===== src/design/rht_pkg.sv =====
// Package: word types, command codes and scan job codes of the hit-test block.
`default_nettype none
package rht_pkg;

    localparam logic [2:0] CMD_CLEAR    = 3'd0;
    localparam logic [2:0] CMD_REGISTER = 3'd1;
    localparam logic [2:0] CMD_DOWN     = 3'd2;
    localparam logic [2:0] CMD_UP       = 3'd3;
    localparam logic [2:0] CMD_UPDATE   = 3'd4;

    localparam logic [2:0] JOB_HOVER  = 3'd0;
    localparam logic [2:0] JOB_LPRESS = 3'd1;
    localparam logic [2:0] JOB_RPRESS = 3'd2;
    localparam logic [2:0] JOB_LREL   = 3'd3;
    localparam logic [2:0] JOB_RREL   = 3'd4;
    localparam logic [2:0] JOB_WIDGET = 3'd5;

    localparam logic [31:0] EPHEMERAL_BIT = 32'h8000_0000;

    typedef struct packed {
        logic [2:0]         command;
        logic signed [15:0] x;
        logic signed [15:0] y;
        logic signed [15:0] w;
        logic signed [15:0] h;
        logic [31:0]        tag_id;
        logic               btn_sel;
    } t_in_word;

    typedef struct packed {
        logic [5:0]  zone_slot;
        logic        zone_none;
        logic [31:0] clicked_widget;
        logic [31:0] right_clicked_widget;
        logic [5:0]  pressed_zone;
        logic        pressed_none;
        logic        has_capture;
    } t_out_word;

    typedef struct packed {
        logic       accept;
        logic       start;
        logic [2:0] job;
        logic       load;
    } t_ctl_cmd;

    typedef struct packed {
        logic done;
        logic need;
    } t_dp_sts;

endpackage
`default_nettype wire


===== src/design/rht_ctrl.sv =====
// Controller: sequences the scan jobs of each word and hands off the result.
`default_nettype none
module rht_ctrl import rht_pkg::*; (
    input  wire logic       i_clk,
    input  wire logic       i_rst_n,
    input  wire logic       i_in_valid,
    input  wire logic [2:0] i_command,
    output logic            o_in_ready,
    output logic            o_out_valid,
    input  wire logic       i_out_ready,
    input  wire t_dp_sts    i_sts,
    output t_ctl_cmd        o_cmd
);
    localparam logic [1:0] ST_IDLE  = 2'd0;
    localparam logic [1:0] ST_START = 2'd1;
    localparam logic [1:0] ST_WAIT  = 2'd2;
    localparam logic [1:0] ST_OUT   = 2'd3;

    logic [1:0] r_state, n_state;
    logic [2:0] r_job, n_job;
    logic       r_out_vld, n_out_vld;
    logic       w_acc;

    assign o_in_ready = (r_state == ST_IDLE);
    assign w_acc      = i_in_valid && o_in_ready;
    assign o_out_valid = r_out_vld;

    always_comb begin
        n_state   = r_state;
        n_job     = r_job;
        n_out_vld = r_out_vld && !i_out_ready;
        o_cmd     = '{accept: w_acc, start: 1'b0, job: r_job, load: 1'b0};
        case (r_state)
            ST_IDLE: begin
                if (w_acc) begin
                    n_job   = (i_command == CMD_UPDATE) ? JOB_HOVER : JOB_WIDGET;
                    n_state = ST_START;
                end
            end
            ST_START: begin
                if (i_sts.need) begin
                    o_cmd.start = 1'b1;
                    // An empty scan finishes in its start cycle.
                    if (i_sts.done) begin
                        if (r_job == JOB_WIDGET)
                            n_state = ST_OUT;
                        else
                            n_job = r_job + 3'd1;
                    end else begin
                        n_state = ST_WAIT;
                    end
                end else begin
                    n_job = r_job + 3'd1;
                end
            end
            ST_WAIT: begin
                if (i_sts.done) begin
                    if (r_job == JOB_WIDGET) begin
                        n_state = ST_OUT;
                    end else begin
                        n_job   = r_job + 3'd1;
                        n_state = ST_START;
                    end
                end
            end
            ST_OUT: begin
                // Hold until the result register is free.
                if (!r_out_vld || i_out_ready) begin
                    o_cmd.load = 1'b1;
                    n_out_vld  = 1'b1;
                    n_state    = ST_IDLE;
                end
            end
            default: n_state = ST_IDLE;
        endcase
    end

    always_ff @(posedge i_clk) begin
        if (!i_rst_n) begin
            r_state   <= ST_IDLE;
            r_job     <= JOB_HOVER;
            r_out_vld <= 1'b0;
        end else begin
            r_state   <= n_state;
            r_job     <= n_job;
            r_out_vld <= n_out_vld;
        end
    end

endmodule
`default_nettype wire


===== config.mk =====
export PLATFORM = sky130hd
export DESIGN_NAME = rht_ctrl
export DESIGN_NICKNAME = d
export VERILOG_FILES = /design/src/design/rht_pkg.sv /design/src/design/rht_ctrl.sv
export SDC_FILE = /design/constraint.sdc
export NUM_CORES = 1
export LEC_CHECK = 0
export ABC_AREA = 0
export BUFFER_PORTS_ARGS = -buffer_cell sky130_fd_sc_hd__buf_4
export CAP_MARGIN = 20
export CELL_PAD_IN_SITES_DETAIL_PLACEMENT = 1
export CELL_PAD_IN_SITES_GLOBAL_PLACEMENT = 1
export CORE_MARGIN = 8
export CORE_UTILIZATION = 33
export CTS_CLUSTER_SIZE = 25
export DETAILED_ROUTE_END_ITERATION = 16
export MAX_ROUTING_LAYER = met4
export PLACE_DENSITY_LB_ADDON = 0.1
export SLEW_MARGIN = 20
export SYNTH_ARGS = -nofsm -noshare
export SYNTH_HDL_FRONTEND = slang
export SYNTH_SLANG_ARGS = --single-unit
export TNS_END_PERCENT = 10

===== constraint.sdc =====
create_clock -name i_clk -period 2.2 [get_ports i_clk]
set_clock_uncertainty 0.2 [all_clocks]
set_input_delay 0.11 -clock i_clk [delete_from_list [all_inputs] [get_ports i_clk]]
set_output_delay 0.11 -clock i_clk [all_outputs]
set_load 0.005 [all_outputs]

==> flow_summary.toml <==
[finish]
syn2layout_area_growth_pct = 38.78
diodes = 0
design_area_um2 = 680.7
drive_gt1_share_pct = 32.10
nets = 98
mostFrequentLayoutCells = "buf_4, a21oi_1, inv_1, ha_1"
final_common_cell = "buf_4"

[yosys]
syn_area_um2 = 490.5
synth.largest_area_cell = "dfxtp_1"
synthAdderAreaFrac_pct = 15.31
synth-edff-count = 0
yosys_warnings = 0
synth_top_family_by_area = "compound AO/OA/AOI/OAI gates"
synthFlopType = "dfxtp_1"
yosys.area_share.simple_pct = 23.98
synthTopCellsByArea = "dfxtp_1, ha_1, a21oi_1"
synth.area.mux_share_pct = 0
ys_seq_elements = 6
yosysTopAreaCellShare_pct = 24.49
yosysSeqAreaShare_pct = 24.49
synth-xor-area-share_pct = 1.786
ys_async_sr_fraction_pct = 0
avgSynthCellArea_um2 = 8.175
netlist_instances = 60
syn_nets = 75
synth_compound_area_share_pct = 28.32
synth.distinct_cells = 28

[routing]
num_vias = 514
drt-wirelength-per-cell_um = 13.57
drt-initial-drc-count = 8
first_pass_iters = 4
ant_nets = 0
drt-total-wl_um = 1316
viasPerCell = 5.299
drcViolationCount = 0

[critical_path]
cp-startpoint = "r_state[0]$_SDFFE_PN0P_"
path_buf_inv = 1
arrival_ns = 2.01
critPathTopFamily = "compound AO/OA/AOI/OAI gates"
r2r_slack_ns = 0.15
cp_cell_sequence = "inv_1 > ha_1 > a221o_1 > or3_1 > a221oi_2"
path_class = "flop to flop"
reg2reg_depth = 5
endpoint_kind = "flop"
slowest_delay_ns = 0.40
cp_slowest_cell = "a221o_1"
r2r-start = "r_state[0]$_SDFFE_PN0P_"
crit_path_max_fanout = 5
timing.rr.end = "r_state[0]$_SDFFE_PN0P_"
worst_setup_path_start_kind = "flop"
required_ns = 2.15

[grt]
grt_first_pass_wirelength_um = 2270
grt_pass1_vias = 543
grt_start_max_net_pins = 9
antenna_found_initial = 0
grt_most_used_layer = "met2"
grt.total_usage_pct = 10.48
globalRouteMet3Util_pct = 2.446
grt_overflow = 0
gr-usage-met2_pct = 15.27
use_met1_pct = 13.25

[timing]
period_needed_ns = 2.052
tightest_slew_ns = 0.3640
slew_violations = 0
fmax_ghz = 0.4873
hold_viol_final = 0
setup_violations = 0
grt_setup_unrepaired = "false"
fin_crit_sh_pct = 93.28
fin_tns_setup_ns = 0
whs_ns = 0.09206
timing.slew.headroom_pct = 75.73

[floorplan]
initial_core_util_pct = 33.73
ios = 17
core_area_um2 = 1454
die_w_um = 54.55
die_area_um2 = 2976
die_y_um = 54.55
rows = 14

[min_path]
hold_depth = 4
min_path_type = "input pin to flop"
hold_end = "r_job[0]$_SDFFE_PN0P_"
worstHoldStart = "i_command[2]"

[run]
max_cap_violations = 0

[cts]
cts_buffers = 3
clock_latency_ns = 0.24
cts_tree = "done"
cts_setup_buffers = 0
clkSinkCount = 6
cts-root-buf = "clkbuf_4"
clockBufferDepth = 2
h-tree-depth = 1
clkSlewWorstSetupHoldPaths_ns = 0.04

[placement]
placed_area_um2 = 630.6
port_buffers = 16
hpwl_um = 1097
gp_congestion = 0.8426

[power]
power_leakage_nw = 0.3229
vdd_ir_drop_max_v = 0.0004324
p_per_area_nw_per_um2 = 1052

[run_status]
status = "finished, final reports clean"
## what timing repair did
action,4_1_cts,5_1_grt
hold buffers,2,0
endpoints found under the setup margin,0,1
gates resized for setup,0,2
endpoints found under the hold margin,3,0
## sequential cells by signal, indices dropped and copies added (netlist names)
signal,count
r_job,3
r_state,2
o_out_valid,1
## per-layer routing
metal  vias up  part of all wire [%]
met5         -                     0
met4         0                  0.91
met3         2                   7.0
met2        13                    45
met1       236                    47
li1        263                     -
## synthesized netlist by cell type, types with 2 or more instances
cell,number
a21oi_1,8
a221oi_1,2
and2_1,2
dfxtp_1,6
ha_1,6
inv_1,6
nor2_1,5
nor2b_1,4
o211ai_1,2
## kinds of logic (layout without fill, tap and decap cells)
family          after synthesis  count (layout)
flops                         6               6
fa+ha+maj                     6               6
xor+xnor                      1               1
simple gates                 20              20
buf+inv                       7              28
compound gates               20              20
## metrics by stage
step / total power, mW / worst slack (ns) / util [%] / instances
2_1_floorplan: 0.4542 / 0.1919 / - / 60
3_5_place_dp: 0.6066 / 0.05994 / 43.37 / 92
6_report: 0.7163 / 0.1479 / 46.82 / 97
5_1_grt: 0.7936 / 0.02647 / 46.82 / 97
4_1_cts: 0.7157 / 0.03965 / 46.30 / 97
3_3_place_gp: 0.6043 / 0.07515 / 43.37 / 92
## power breakdown
| part | switching [mW] | internal, mW | leakage (nW) |
|---|---|---|---|
| Sequential | 0.0432 | 0.144 | 0.0498 |
| Clock | 0.0381 | 0.0616 | 0.0138 |
| Combinational | 0.215 | 0.215 | 0.259 |
## worst reg2reg max path: stages, from the launching register on
cell and delay, ns:
dfxtp_1 0.35, inv_1 0.12, ha_1 0.26, a221o_1 0.40, or3_1 0.38, a221oi_2 0.27
## area by class of cell
class                   count  area (um^2)
clock buffers               3        22.52
fillers                   182        773.2
inverters                   6        22.52
multi-input cells          47        346.6
flip-flops and latches      6        121.4
well taps                  16        20.02
repair buffers             19        147.6
## worst max path at each step
stage	endpoint	slack [ns]	cells after the start
3_3_place_gp	r_state[0]$_SDFFE_PN0P_	0.08	6
4_1_cts	r_state[0]$_SDFFE_PN0P_	0.04	6
2_1_floorplan	r_state[0]$_SDFFE_PN0P_	0.19	6
6_report	r_state[0]$_SDFFE_PN0P_	0.15	5
5_1_grt	r_state[0]$_SDFFE_PN0P_	0.03	6
3_5_place_dp	r_state[0]$_SDFFE_PN0P_	0.06	6
Note: power is estimated with default switching activity, not from simulation.
